$ cat config.mk
export PLATFORM = sky130hd
export DESIGN_NAME = roofing_filter_flat
export DESIGN_NICKNAME = d
export VERILOG_FILES = /design/src/hdl/rf_pkg.sv /design/src/hdl/rf_if.sv /design/src/hdl/roofing_filter.sv /design/src/hdl/rf_mac.sv /design/src/flat_wrapper.sv
export SDC_FILE = /design/constraint.sdc
export NUM_CORES = 2
export LEC_CHECK = 0
export ABC_AREA = 1
export CAP_MARGIN = 20
export CORE_UTILIZATION = 60
export CTS_CLUSTER_SIZE = 24
export DETAILED_ROUTE_END_ITERATION = 6
export DONT_BUFFER_PORTS = 1
export GPL_ROUTABILITY_DRIVEN = 1
export PLACE_DENSITY_LB_ADDON = 0.12
export SLEW_MARGIN = 5
export SYNTH_ARGS = -nofsm -noshare
export SYNTH_HDL_FRONTEND = slang
export SYNTH_SLANG_ARGS = --single-unit
$ cat constraint.sdc
create_clock -name clock -period 9.65 [get_ports clock]
set_input_delay 1.4475 -clock clock [delete_from_list [all_inputs] [get_ports clock]]
set_output_delay 1.4475 -clock clock [all_outputs]
set_load 0.01 [all_outputs]
$ cat src/hdl/rf_pkg.sv
`default_nettype none

package rf_pkg;

   localparam int SAMPLE_BITS_DEF = 24;
   localparam int FRAC_BITS_DEF   = 16;

   localparam int COEF_BITS    = 18;
   localparam int STATE_BITS   = 40;
   localparam int OUT_BITS     = 32;
   localparam int OPND_BITS    = STATE_BITS + 1;
   localparam int ACC_BITS     = COEF_BITS + OPND_BITS;
   localparam int NUM_REGS     = 6;
   localparam int REG_IDX_BITS = 3;

   typedef logic signed [COEF_BITS-1:0]  coef_type;
   typedef logic signed [STATE_BITS-1:0] state_val_type;
   typedef logic signed [OPND_BITS-1:0]  opnd_type;
   typedef logic signed [ACC_BITS-1:0]   acc_type;
   typedef logic signed [OUT_BITS-1:0]   out_type;

   typedef enum logic [REG_IDX_BITS-1:0] {
      REG_HP_GAIN    = 3'd0,
      REG_HP_FB_ONE  = 3'd1,
      REG_HP_FB_TWO  = 3'd2,
      REG_SM_GAIN    = 3'd3,
      REG_SM_FB_ONE  = 3'd4,
      REG_SM_FB_TWO  = 3'd5
   } reg_idx_type;

   localparam coef_type COEF_RESET [NUM_REGS] = '{
      18'sd59864, 18'sd119470, 18'sd54448, 18'sd16589, 18'sd75901, -18'sd26954
   };

   typedef enum logic [3:0] {
      ST_IDLE,
      ST_M0,
      ST_M1,
      ST_M2,
      ST_M4,
      ST_M5,
      ST_SUM,
      ST_M3,
      ST_ACC,
      ST_DONE
   } seq_state_type;

   typedef enum logic [1:0] {
      ACC_HOLD,
      ACC_LOAD,
      ACC_ADD,
      ACC_SUB
   } acc_op_type;

   typedef enum logic [1:0] {
      SH_NONE,
      SH_FRAC,
      SH_HALF
   } shift_type;

   typedef struct packed {
      acc_op_type acc_op;
      shift_type  shift;
   } mac_ctrl_type;

   // clamp the accumulator to the stored state width
   function automatic state_val_type sat_state(input acc_type v);
      state_val_type r;
      if (&v[ACC_BITS-1:STATE_BITS-1] || ~|v[ACC_BITS-1:STATE_BITS-1]) begin
         r = v[STATE_BITS-1:0];
      end else if (v[ACC_BITS-1]) begin
         r = {1'b1, {(STATE_BITS-1){1'b0}}};
      end else begin
         r = {1'b0, {(STATE_BITS-1){1'b1}}};
      end
      return r;
   endfunction

   // clamp a state value to the output width
   function automatic out_type sat_out(input state_val_type v);
      out_type r;
      if (&v[STATE_BITS-1:OUT_BITS-1] || ~|v[STATE_BITS-1:OUT_BITS-1]) begin
         r = v[OUT_BITS-1:0];
      end else if (v[STATE_BITS-1]) begin
         r = {1'b1, {(OUT_BITS-1){1'b0}}};
      end else begin
         r = {1'b0, {(OUT_BITS-1){1'b1}}};
      end
      return r;
   endfunction

endpackage

`default_nettype wire

$ cat src/hdl/rf_if.sv
`default_nettype none

interface rf_req_if #(
   parameter int SAMPLE_BITS = rf_pkg::SAMPLE_BITS_DEF
);
   logic                          valid;
   logic                          ready;
   logic signed [SAMPLE_BITS-1:0] price_sample;

   modport source (output valid, output price_sample, input ready);
   modport sink   (input valid, input price_sample, output ready);
endinterface

interface rf_rsp_if;
   logic                               valid;
   logic                               ready;
   logic signed [rf_pkg::OUT_BITS-1:0] roof_value;

   modport source (output valid, output roof_value, input ready);
   modport sink   (input valid, input roof_value, output ready);
endinterface

`default_nettype wire

$ cat src/hdl/roofing_filter.sv
`default_nettype none

// Roofing filter: each price item on req_if passes a two-pole high-pass stage
// and then a two-pole smoother, and gives exactly one Q16 value on rsp_if,
// saturated to 32 bits. The six products per item run one after another
// through a single 18 x 41 multiplier with a registered product and a shared
// accumulator. req_if.ready is high only when no item is in work, so an
// item is taken only after the previous one is committed. The result sits
// in an output register, so the next item is taken even while the previous
// result waits. The six Q16 coefficients must be written through the csr_
// port only while the block is idle; the block itself does not enforce
// this. A write to an index above 5 is ignored. Reset restores the default
// coefficients and clears all history at once; no clearing pass is needed.
module roofing_filter #(
   parameter int SAMPLE_BITS = rf_pkg::SAMPLE_BITS_DEF,
   parameter int FRAC_BITS   = rf_pkg::FRAC_BITS_DEF
) (
   input  logic                              clock,
   input  logic                              reset,
   rf_req_if.sink                            req_if,
   rf_rsp_if.source                          rsp_if,
   input  logic                              csr_we,
   input  logic [rf_pkg::REG_IDX_BITS-1:0]   csr_index,
   input  logic [rf_pkg::COEF_BITS-1:0]      csr_wdata
);
   import rf_pkg::*;

   localparam int D_BITS = SAMPLE_BITS + 2;

   seq_state_type state_ff, state_in;
   coef_type      coef_ff [NUM_REGS];

   // price history and second difference
   logic signed [SAMPLE_BITS-1:0] price_ff, pp_ff, pp2_ff;
   logic signed [D_BITS-1:0]      d_ff, d_in;

   // high-pass and smoother history
   state_val_type hp1_ff, hp2_ff, f1_ff, f2_ff;
   state_val_type hp_ff;
   opnd_type      sum_ff;

   logic          rsp_valid_ff, rsp_valid_in;
   out_type       rsp_roof_ff;

   mac_ctrl_type  mac_ctrl;
   coef_type      mac_coef;
   opnd_type      mac_opnd;
   acc_type       mac_acc;

   logic          accept, out_free;
   logic          hp_load, sum_load, commit;
   state_val_type filt;

   assign req_if.ready = (state_ff == ST_IDLE);
   assign accept       = req_if.valid && req_if.ready;
   assign out_free     = !rsp_valid_ff || rsp_if.ready;

   assign d_in = D_BITS'(req_if.price_sample) - (D_BITS'(pp_ff) <<< 1) + D_BITS'(pp2_ff);
   assign filt = sat_state(mac_acc);

   // ------------------------------------------------------------------
   // configuration registers
   // ------------------------------------------------------------------
   always_ff @(posedge clock) begin
      if (reset) begin
         for (int i = 0; i < NUM_REGS; i++) begin
            coef_ff[i] <= COEF_RESET[i];
         end
      end else if (csr_we) begin
         unique case (csr_index)
            REG_HP_GAIN:   coef_ff[REG_HP_GAIN]   <= csr_wdata;
            REG_HP_FB_ONE: coef_ff[REG_HP_FB_ONE] <= csr_wdata;
            REG_HP_FB_TWO: coef_ff[REG_HP_FB_TWO] <= csr_wdata;
            REG_SM_GAIN:   coef_ff[REG_SM_GAIN]   <= csr_wdata;
            REG_SM_FB_ONE: coef_ff[REG_SM_FB_ONE] <= csr_wdata;
            REG_SM_FB_TWO: coef_ff[REG_SM_FB_TWO] <= csr_wdata;
            default: ;  // drop writes beyond the register list
         endcase
      end
   end

   // ------------------------------------------------------------------
   // sequencer
   // The smoother feedback products are issued before the one that needs
   // the fresh high-pass value, so the saturate and the pair sum hide
   // behind the multiplier.
   // ------------------------------------------------------------------
   always_ff @(posedge clock) begin
      if (reset) begin
         state_ff <= ST_IDLE;
      end else begin
         state_ff <= state_in;
      end
   end

   always_comb begin
      state_in = state_ff;
      mac_ctrl = '{acc_op: ACC_HOLD, shift: SH_NONE};
      mac_coef = '0;
      mac_opnd = '0;
      hp_load  = 1'b0;
      sum_load = 1'b0;
      commit   = 1'b0;
      unique case (state_ff)
         ST_IDLE: begin
            if (accept) state_in = ST_M0;
         end
         ST_M0: begin
            // input gain on the exact second difference
            mac_coef = coef_ff[REG_HP_GAIN];
            mac_opnd = OPND_BITS'(d_ff);
            state_in = ST_M1;
         end
         ST_M1: begin
            mac_coef = coef_ff[REG_HP_FB_ONE];
            mac_opnd = OPND_BITS'(hp1_ff);
            mac_ctrl = '{acc_op: ACC_LOAD, shift: SH_NONE};
            state_in = ST_M2;
         end
         ST_M2: begin
            mac_coef = coef_ff[REG_HP_FB_TWO];
            mac_opnd = OPND_BITS'(hp2_ff);
            mac_ctrl = '{acc_op: ACC_ADD, shift: SH_FRAC};
            state_in = ST_M4;
         end
         ST_M4: begin
            mac_coef = coef_ff[REG_SM_FB_ONE];
            mac_opnd = OPND_BITS'(f1_ff);
            mac_ctrl = '{acc_op: ACC_SUB, shift: SH_FRAC};
            state_in = ST_M5;
         end
         ST_M5: begin
            // accumulator now holds the raw high-pass sum: clamp and hold it
            mac_coef = coef_ff[REG_SM_FB_TWO];
            mac_opnd = OPND_BITS'(f2_ff);
            mac_ctrl = '{acc_op: ACC_LOAD, shift: SH_FRAC};
            hp_load  = 1'b1;
            state_in = ST_SUM;
         end
         ST_SUM: begin
            mac_ctrl = '{acc_op: ACC_ADD, shift: SH_FRAC};
            sum_load = 1'b1;
            state_in = ST_M3;
         end
         ST_M3: begin
            mac_coef = coef_ff[REG_SM_GAIN];
            mac_opnd = sum_ff;
            state_in = ST_ACC;
         end
         ST_ACC: begin
            // the extra bit of shift halves the high-pass pair
            mac_ctrl = '{acc_op: ACC_ADD, shift: SH_HALF};
            state_in = ST_DONE;
         end
         ST_DONE: begin
            // hold until the output register is free
            if (out_free) begin
               commit   = 1'b1;
               state_in = ST_IDLE;
            end
         end
         default: state_in = ST_IDLE;
      endcase
   end

   rf_mac #(
      .FRAC_BITS (FRAC_BITS)
   ) u_mac (
      .clock (clock),
      .ctrl  (mac_ctrl),
      .coef  (mac_coef),
      .opnd  (mac_opnd),
      .acc   (mac_acc)
   );

   // ------------------------------------------------------------------
   // working registers
   // ------------------------------------------------------------------
   always_ff @(posedge clock) begin
      if (accept) begin
         price_ff <= req_if.price_sample;
         d_ff     <= d_in;
      end
      if (hp_load) begin
         hp_ff <= sat_state(mac_acc);
      end
      if (sum_load) begin
         sum_ff <= OPND_BITS'(hp_ff) + OPND_BITS'(hp1_ff);
      end
   end

   // advance the filter history once the result is committed
   always_ff @(posedge clock) begin
      if (reset) begin
         pp_ff  <= '0;
         pp2_ff <= '0;
         hp1_ff <= '0;
         hp2_ff <= '0;
         f1_ff  <= '0;
         f2_ff  <= '0;
      end else if (commit) begin
         pp2_ff <= pp_ff;
         pp_ff  <= price_ff;
         hp2_ff <= hp1_ff;
         hp1_ff <= hp_ff;
         f2_ff  <= f1_ff;
         f1_ff  <= filt;
      end
   end

   // ------------------------------------------------------------------
   // output register
   // ------------------------------------------------------------------
   always_comb begin
      priority if (commit) begin
         rsp_valid_in = 1'b1;
      end else if (rsp_if.ready) begin
         rsp_valid_in = 1'b0;
      end else begin
         rsp_valid_in = rsp_valid_ff;
      end
   end

   always_ff @(posedge clock) begin
      if (reset) begin
         rsp_valid_ff <= 1'b0;
      end else begin
         rsp_valid_ff <= rsp_valid_in;
      end
   end

   always_ff @(posedge clock) begin
      if (commit) begin
         rsp_roof_ff <= sat_out(filt);
      end
   end

   assign rsp_if.valid      = rsp_valid_ff;
   assign rsp_if.roof_value = rsp_roof_ff;

   // ------------------------------------------------------------------
   // assertions
   // ------------------------------------------------------------------
   a_done_hands_over: assert property (@(posedge clock) disable iff (reset)
      (state_ff == ST_DONE && out_free) |=> (rsp_valid_ff && state_ff == ST_IDLE))
      else $error("finished item not handed to the output register");

   a_history_holds: assert property (@(posedge clock) disable iff (reset)
      !commit |=> ($stable(pp_ff) && $stable(hp1_ff) && $stable(f1_ff)))
      else $error("filter history moved without a committed item");

   a_result_from_done: assert property (@(posedge clock) disable iff (reset)
      $rose(rsp_valid_ff) |-> $past(state_ff == ST_DONE))
      else $error("result appeared outside the final step");

endmodule

`default_nettype wire

$ cat src/hdl/rf_mac.sv
`default_nettype none

module rf_mac #(
   parameter int FRAC_BITS = rf_pkg::FRAC_BITS_DEF
) (
   input  logic                 clock,
   input  rf_pkg::mac_ctrl_type ctrl,
   input  rf_pkg::coef_type     coef,
   input  rf_pkg::opnd_type     opnd,
   output rf_pkg::acc_type      acc
);
   import rf_pkg::*;

   acc_type prod_ff;
   acc_type term;
   acc_type acc_ff;

   // register every product before it reaches the adder
   always_ff @(posedge clock) begin
      prod_ff <= acc_type'(coef) * acc_type'(opnd);
   end

   always_comb begin
      unique case (ctrl.shift)
         SH_NONE: term = prod_ff;
         SH_FRAC: term = prod_ff >>> FRAC_BITS;
         SH_HALF: term = prod_ff >>> (FRAC_BITS + 1);
         default: term = prod_ff;
      endcase
   end

   always_ff @(posedge clock) begin
      unique case (ctrl.acc_op)
         ACC_HOLD: acc_ff <= acc_ff;
         ACC_LOAD: acc_ff <= term;
         ACC_ADD:  acc_ff <= acc_ff + term;
         ACC_SUB:  acc_ff <= acc_ff - term;
         default:  acc_ff <= acc_ff;
      endcase
   end

   assign acc = acc_ff;

endmodule

`default_nettype wire

$ cat src/flat_wrapper.sv
// flat-port wrapper written by rule: the top's interface ports become plain ports
module roofing_filter_flat import rf_pkg::*;
#(
   parameter int SAMPLE_BITS = rf_pkg::SAMPLE_BITS_DEF,
   parameter int FRAC_BITS   = rf_pkg::FRAC_BITS_DEF
)
  (clock, reset, csr_we, csr_index, csr_wdata, req_if_valid, req_if_price_sample, req_if_ready, rsp_if_valid, rsp_if_roof_value, rsp_if_ready);
  rf_req_if #(.SAMPLE_BITS(SAMPLE_BITS)) req_if_i ();
  rf_rsp_if rsp_if_i ();
  input  logic clock;
  input  logic reset;
  input  logic csr_we;
  input  logic [rf_pkg::REG_IDX_BITS-1:0] csr_index;
  input  logic [rf_pkg::COEF_BITS-1:0] csr_wdata;
  input wire logic [$bits(req_if_i.valid)-1:0] req_if_valid;
  input wire logic [$bits(req_if_i.price_sample)-1:0] req_if_price_sample;
  output wire logic [$bits(req_if_i.ready)-1:0] req_if_ready;
  output wire logic [$bits(rsp_if_i.valid)-1:0] rsp_if_valid;
  output wire logic [$bits(rsp_if_i.roof_value)-1:0] rsp_if_roof_value;
  input wire logic [$bits(rsp_if_i.ready)-1:0] rsp_if_ready;
  assign req_if_i.valid = req_if_valid;
  assign req_if_i.price_sample = req_if_price_sample;
  assign req_if_ready = req_if_i.ready;
  assign rsp_if_valid = rsp_if_i.valid;
  assign rsp_if_roof_value = rsp_if_i.roof_value;
  assign rsp_if_i.ready = rsp_if_ready;
  roofing_filter #(.SAMPLE_BITS(SAMPLE_BITS), .FRAC_BITS(FRAC_BITS)) u_core (.clock(clock), .reset(reset), .req_if(req_if_i), .rsp_if(rsp_if_i), .csr_we(csr_we), .csr_index(csr_index), .csr_wdata(csr_wdata));
endmodule
==> results by stage <==
Synth:
- The primary flip-flop cell chosen by synthesis mapping is sky130_fd_sc_hd__edfxtp_1.
- Each instance of the synthesized netlist takes up on average 7.82 µm².
- The sequential cell area fraction in the yosys report is 0.254.
- In this run, synthesis inferred 330 flip-flops with an integrated enable.
- Summing every instance area after synthesis gives 60,400 µm².
- In the synthesized netlist, the number of instances is 7,727.
- The number of nets handed over by synthesis was 8,765.
- Counting flops with an async set or reset pin after synthesis yields a share of 0.
- The netlist uses 63 different library cells.
- The synthesized flop and latch total is 602.
- For this run, the number of Yosys warnings is 0.

Timing:
- The minimum clock period is 8.77 ns.
- Measured against its own limit, the worst slew margin works out to 0.202.
- Between clock sinks in the finished design, the worst skew comes to 0.0358 ns.
- The final count of negative-setup-slack endpoints is 0.
- Based on the critical path, the design can be clocked at up to 0.114 GHz.
- Of the available clock period, the critical path in the final layout requires 0.909.
- The count of final max-slew check failures is 0.
- The final hold violation count is 0.
- Setup repair after global routing left no endpoint under its margin.
- Adding up every negative setup slack in the final design gives 0 ns.
- The worst-margin pin slew is 1.20 ns.

Clock tree:
- The total number of clock tree sinks is 602.
- After clock tree synthesis, the clock-pin slew on the worst setup and hold paths is 0.07 ns.
- The clock reaches the later pin of the worst-skew pair after 0.66 ns.
- The maximum count of clock buffers along a single path is 3.
- For this design, the CTS-stage hold fixing added 0 buffers.
- The CTS root buffer is sky130_fd_sc_hd__clkbuf_16.
- The count of cells resized by post-cts repair is 0.
- CTS built an H-tree with a depth of 2.
- TritonCTS built the clock tree.
- The number of setup buffers added after CTS is 0.
- Clock tree synthesis inserted a total of 61 buffers.

Detailed routing:
- The residual DRC count is 0.
- After detailed routing, the average wire length per cell comes to 21.2 µm.
- The count of vias placed by the detailed router is 51,000.
- Before antenna repair, the detailed router went through 7 iterations.
- The remaining number of nets flagged by the antenna check after routing is 0.
- After detailed routing, the number of vias per cell comes to 5.67.
- The detailed router finished its first iteration with 4,805 violations.
- The overall routed net length is 191,000 µm.

Layout:
- The area growth from synthesis to layout is 5.88%.
- The fraction of layout cells with a size suffix above 1 is 0.0467.
- The fill cell instance count of the final layout is 9,015.
- At the end of the flow, the number of nets in the layout was 8,680.

Power:
- In this run the power density over the cells is 252 nW/µm².
- Summing internal, switching and leakage power gives 16.1 mW.
- IR analysis of the VDD net gives a maximum drop of 205 µV.
- The static leakage is 31.0 nW.

GRT:
- Summed over all layers, the global routing overflow is 0.
- Entering global routing, the biggest net connects 125 pins.
- The first-pass GRT wire length is 294,000 µm.
- The number of global-route vias before repair is 50,300.
- The number of antenna violations at the first check in global routing was 4.
- Across every metal layer, demand over resource in global routing totals 0.376.

Floorplanning:
- The floorplan step set the die width to 319 µm.
- The count of boundary I/O pins is 84.
- The starting density of the core is 0.604.
- The floorplan has 116 rows.
- The floorplan step defined a core boundary enclosing 100,000 µm².
- The die extent in y is 319 µm.
- The overall die area is 102,000 µm².

Worst hold path:
- In this run the worst hold path is classified as reg -> reg.
- The path with the worst hold slack has its endpoint at u_core.hp2_ff[4]$_SDFFE_PP0P_.
- The startpoint identified for the worst hold timing path is u_core.hp2_ff[4]$_SDFFE_PP0P_.
- The worst hold path cell count is 2.

Setup path:
- Counting cells, the worst reg-to-reg path comes to 30.
- The startpoint identified for the worst register-to-register timing path is u_core.state_ff[1]$_SDFFE_PP0P_.
- The maximum cell stage delay along the critical path is 0.68 ns.
- The worst register-to-register path ends at u_core.u_mac.prod_ff[30]$_DFF_P_.
- The worst-case register-to-register setup slack is 0.88 ns.
- The highest-delay cell along the critical path is sky130_fd_sc_hd__a221oi_1.
- Of all nets on the critical path, the largest fanout is 20.
- The kind of end point of the critical path is a flip-flop.
- STA puts the critical path data arrival time at 9.31 ns.
- The critical path is of the reg -> reg type.
- The worst setup path is launched from a flip-flop.
- STA puts the critical path data required time at 10.19 ns.

Placed design:
- Detailed placement finished with a half-perimeter wire length of 151,000 µm.
- At the end of routability-driven placement, the weighted congestion stood at 1.01.
- The number of input and output port buffers inserted is 0.

Status:
- The flow ran to the end, and the final reports show no timing, DRC or antenna violations.

Flow run:
- The count of maximum capacitance violations is 0.
==> how the worst max path moves through the flow <==
stage,from,endpoint,slack (ns),cells past startpoint
final,u_core.state_ff[1]$_SDFFE_PP0P_,u_core.u_mac.prod_ff[30]$_DFF_P_,0.88,30
after CTS,u_core.state_ff[0]$_SDFFE_PP0P_,u_core.u_mac.prod_ff[30]$_DFF_P_,1.06,31
after global routing,u_core.state_ff[2]$_SDFFE_PP0P_,u_core.u_mac.prod_ff[49]$_DFF_P_,0.50,31
after global placement,u_core.state_ff[0]$_SDFFE_PP0P_,u_core.u_mac.prod_ff[30]$_DFF_P_,1.04,31
after detailed placement,u_core.state_ff[2]$_SDFFE_PP0P_,u_core.u_mac.prod_ff[49]$_DFF_P_,1.11,31
after floorplan,u_core.state_ff[2]$_SDFFE_PP0P_,u_core.u_mac.prod_ff[54]$_DFF_P_,2.55,28
==> synthesized netlist by cell type, types with 12 or more instances <==
| cell type | number | area share |
|---|---|---|
| sky130_fd_sc_hd__inv_1 | 1693 | 0.11 |
| sky130_fd_sc_hd__nor2_1 | 478 | 0.030 |
| sky130_fd_sc_hd__xor2_1 | 140 | 0.020 |
| sky130_fd_sc_hd__o2111ai_2 | 18 | 0.0045 |
| sky130_fd_sc_hd__buf_2 | 100 | 0.0083 |
| sky130_fd_sc_hd__clkbuf_1 | 153 | 0.0095 |
| sky130_fd_sc_hd__nor2_2 | 12 | 0.0012 |
| sky130_fd_sc_hd__inv_2 | 20 | 0.0012 |
| sky130_fd_sc_hd__or2_1 | 28 | 0.0029 |
| sky130_fd_sc_hd__a21oi_1 | 435 | 0.036 |
| sky130_fd_sc_hd__nand2_1 | 1951 | 0.12 |
| sky130_fd_sc_hd__o21ai_1 | 17 | 0.0014 |
| sky130_fd_sc_hd__o21bai_1 | 34 | 0.0042 |
| sky130_fd_sc_hd__nor3_1 | 45 | 0.0037 |
| sky130_fd_sc_hd__xnor2_1 | 66 | 0.0096 |
| sky130_fd_sc_hd__dfxtp_1 | 272 | 0.090 |
| sky130_fd_sc_hd__nand4_1 | 44 | 0.0046 |
| sky130_fd_sc_hd__a221oi_1 | 38 | 0.0055 |
| sky130_fd_sc_hd__a21o_1 | 30 | 0.0037 |
| sky130_fd_sc_hd__edfxtp_1 | 330 | 0.16 |
| sky130_fd_sc_hd__nand2_2 | 18 | 0.0019 |
| sky130_fd_sc_hd__o22ai_1 | 35 | 0.0036 |
| sky130_fd_sc_hd__fa_1 | 723 | 0.24 |
| sky130_fd_sc_hd__o21ai_0 | 372 | 0.031 |
| sky130_fd_sc_hd__a31oi_1 | 42 | 0.0043 |
| sky130_fd_sc_hd__nand3_1 | 205 | 0.017 |
| sky130_fd_sc_hd__ha_1 | 265 | 0.055 |
| sky130_fd_sc_hd__nor4_1 | 18 | 0.0019 |
==> kinds of logic (layout without fill, tap and decap cells) <==
| logic type | after synthesis | in the layout | share of synthesized area |
|---|---|---|---|
| flops | 602 | 602 | 0.254 |
| xor+xnor | 206 | 206 | 0.0298 |
| other cells | 0 | 1 | 0 |
| compound gates | 1085 | 1085 | 0.103 |
| simple gates | 2851 | 2851 | 0.191 |
| buf+inv | 1995 | 1962 | 0.128 |
| fa+ha+maj | 988 | 988 | 0.294 |
==> worst max-delay path: cells and delay by family (launching register included) <==
kind / cells / cell delay (ns)
adder cells (fa/ha/maj): 7 / 3.42
XOR/XNOR: 1 / 0.28
AND/OR/NAND/NOR: 8 / 0.87
buffers and inverters: 8 / 1.29
AO/OA/AOI/OAI: 6 / 2.41
flip-flops: 1 / 0.37
==> flip-flops by register name (all words and copies together), names as in the netlist <==
signal	flops
u_core.coef_ff	108
u_core.u_mac.acc	59
u_core.u_mac.prod_ff	59
u_core.sum_ff	41
u_core.f1_ff	40
u_core.f2_ff	40
u_core.hp1_ff	40
u_core.hp2_ff	40
u_core.hp_ff	40
u_core.rsp_if.roof_value	32
u_core.d_ff	26
u_core.pp2_ff	24
u_core.pp_ff	24
u_core.price_ff	24
u_core.state_ff	4
u_core.rsp_if.valid	1
==> layer usage <==
metal	track usage	up-vias	share of wire
li1	-	23500	-
met1	0.512	24700	0.41
met2	0.602	2261	0.46
met3	0.0507	437	0.079
met4	0.167	4	0.051
met5	0	-	0.00013
==> through the flow <==
step	std cells	hold WS [ns]	instance area, µm²	util	setup slack (ns)
3_3_place_gp	8875	0.435	62000	0.620	1.04
5_1_grt	8992	0.465	64000	0.640	0.502
2_1_floorplan	7727	0.425	60400	-	2.55
6_report	8993	0.450	64000	0.640	0.881
3_5_place_dp	8876	0.441	62000	0.620	1.11
4_1_cts	8991	0.451	64000	0.640	1.06
==> report_power, final <==
part	total [mW]	switching, mW	internal [mW]
clock	2.39	1.09	1.30
combinational	10.4	7.07	3.28
sequential	3.35	0.247	3.10
total	16.1	8.41	7.69
==> cell type report <==
type / instances / area, µm² / area share
Tap cell: 1298 / 1620 / 0.0254
Clock inverter: 31 / 284 / 0.00444
Inverter: 1718 / 6460 / 0.101
Clock buffer: 84 / 1710 / 0.0267
Antenna cell: 1 / 2.50 / 0.0000391
Timing Repair Buffer: 129 / 1060 / 0.0165
Multi-Input combinational cell: 5130 / 37500 / 0.586
Sequential cell: 602 / 15400 / 0.240
==> cell usage in the layout (no fill, tap or decap), types with 8 or more instances in the layout <==
cell	instances
sky130_fd_sc_hd__nand3_1	189
sky130_fd_sc_hd__nand2_2	19
sky130_fd_sc_hd__nor2_1	476
sky130_fd_sc_hd__o21bai_1	34
sky130_fd_sc_hd__o2111ai_2	19
sky130_fd_sc_hd__buf_4	123
sky130_fd_sc_hd__nand4_1	44
sky130_fd_sc_hd__ha_1	265
sky130_fd_sc_hd__nand2_1	1949
sky130_fd_sc_hd__a21oi_1	435
sky130_fd_sc_hd__clkinvlp_4	8
sky130_fd_sc_hd__o21ai_0	371
sky130_fd_sc_hd__clkbuf_1	15
sky130_fd_sc_hd__clkinv_2	8
sky130_fd_sc_hd__or2_2	11
sky130_fd_sc_hd__inv_1	1692
sky130_fd_sc_hd__and3_1	11
sky130_fd_sc_hd__or2_1	28
sky130_fd_sc_hd__nand3_2	17
sky130_fd_sc_hd__fa_1	723
sky130_fd_sc_hd__nor2_2	10
sky130_fd_sc_hd__edfxtp_1	330
sky130_fd_sc_hd__o21ai_1	18
sky130_fd_sc_hd__a21o_1	30
sky130_fd_sc_hd__inv_2	19
sky130_fd_sc_hd__clkbuf_16	63
sky130_fd_sc_hd__or2_0	10
sky130_fd_sc_hd__o21ai_2	8
sky130_fd_sc_hd__xor2_1	140
sky130_fd_sc_hd__clkinv_1	10
sky130_fd_sc_hd__nor4_1	16
sky130_fd_sc_hd__xnor2_1	66
sky130_fd_sc_hd__dfxtp_1	272
sky130_fd_sc_hd__a31oi_1	42
sky130_fd_sc_hd__o22ai_1	35
sky130_fd_sc_hd__nor2_4	9
sky130_fd_sc_hd__a221oi_1	38
sky130_fd_sc_hd__o211ai_1	9
sky130_fd_sc_hd__nor3_1	44
Power figures use the tool's default switching activity.
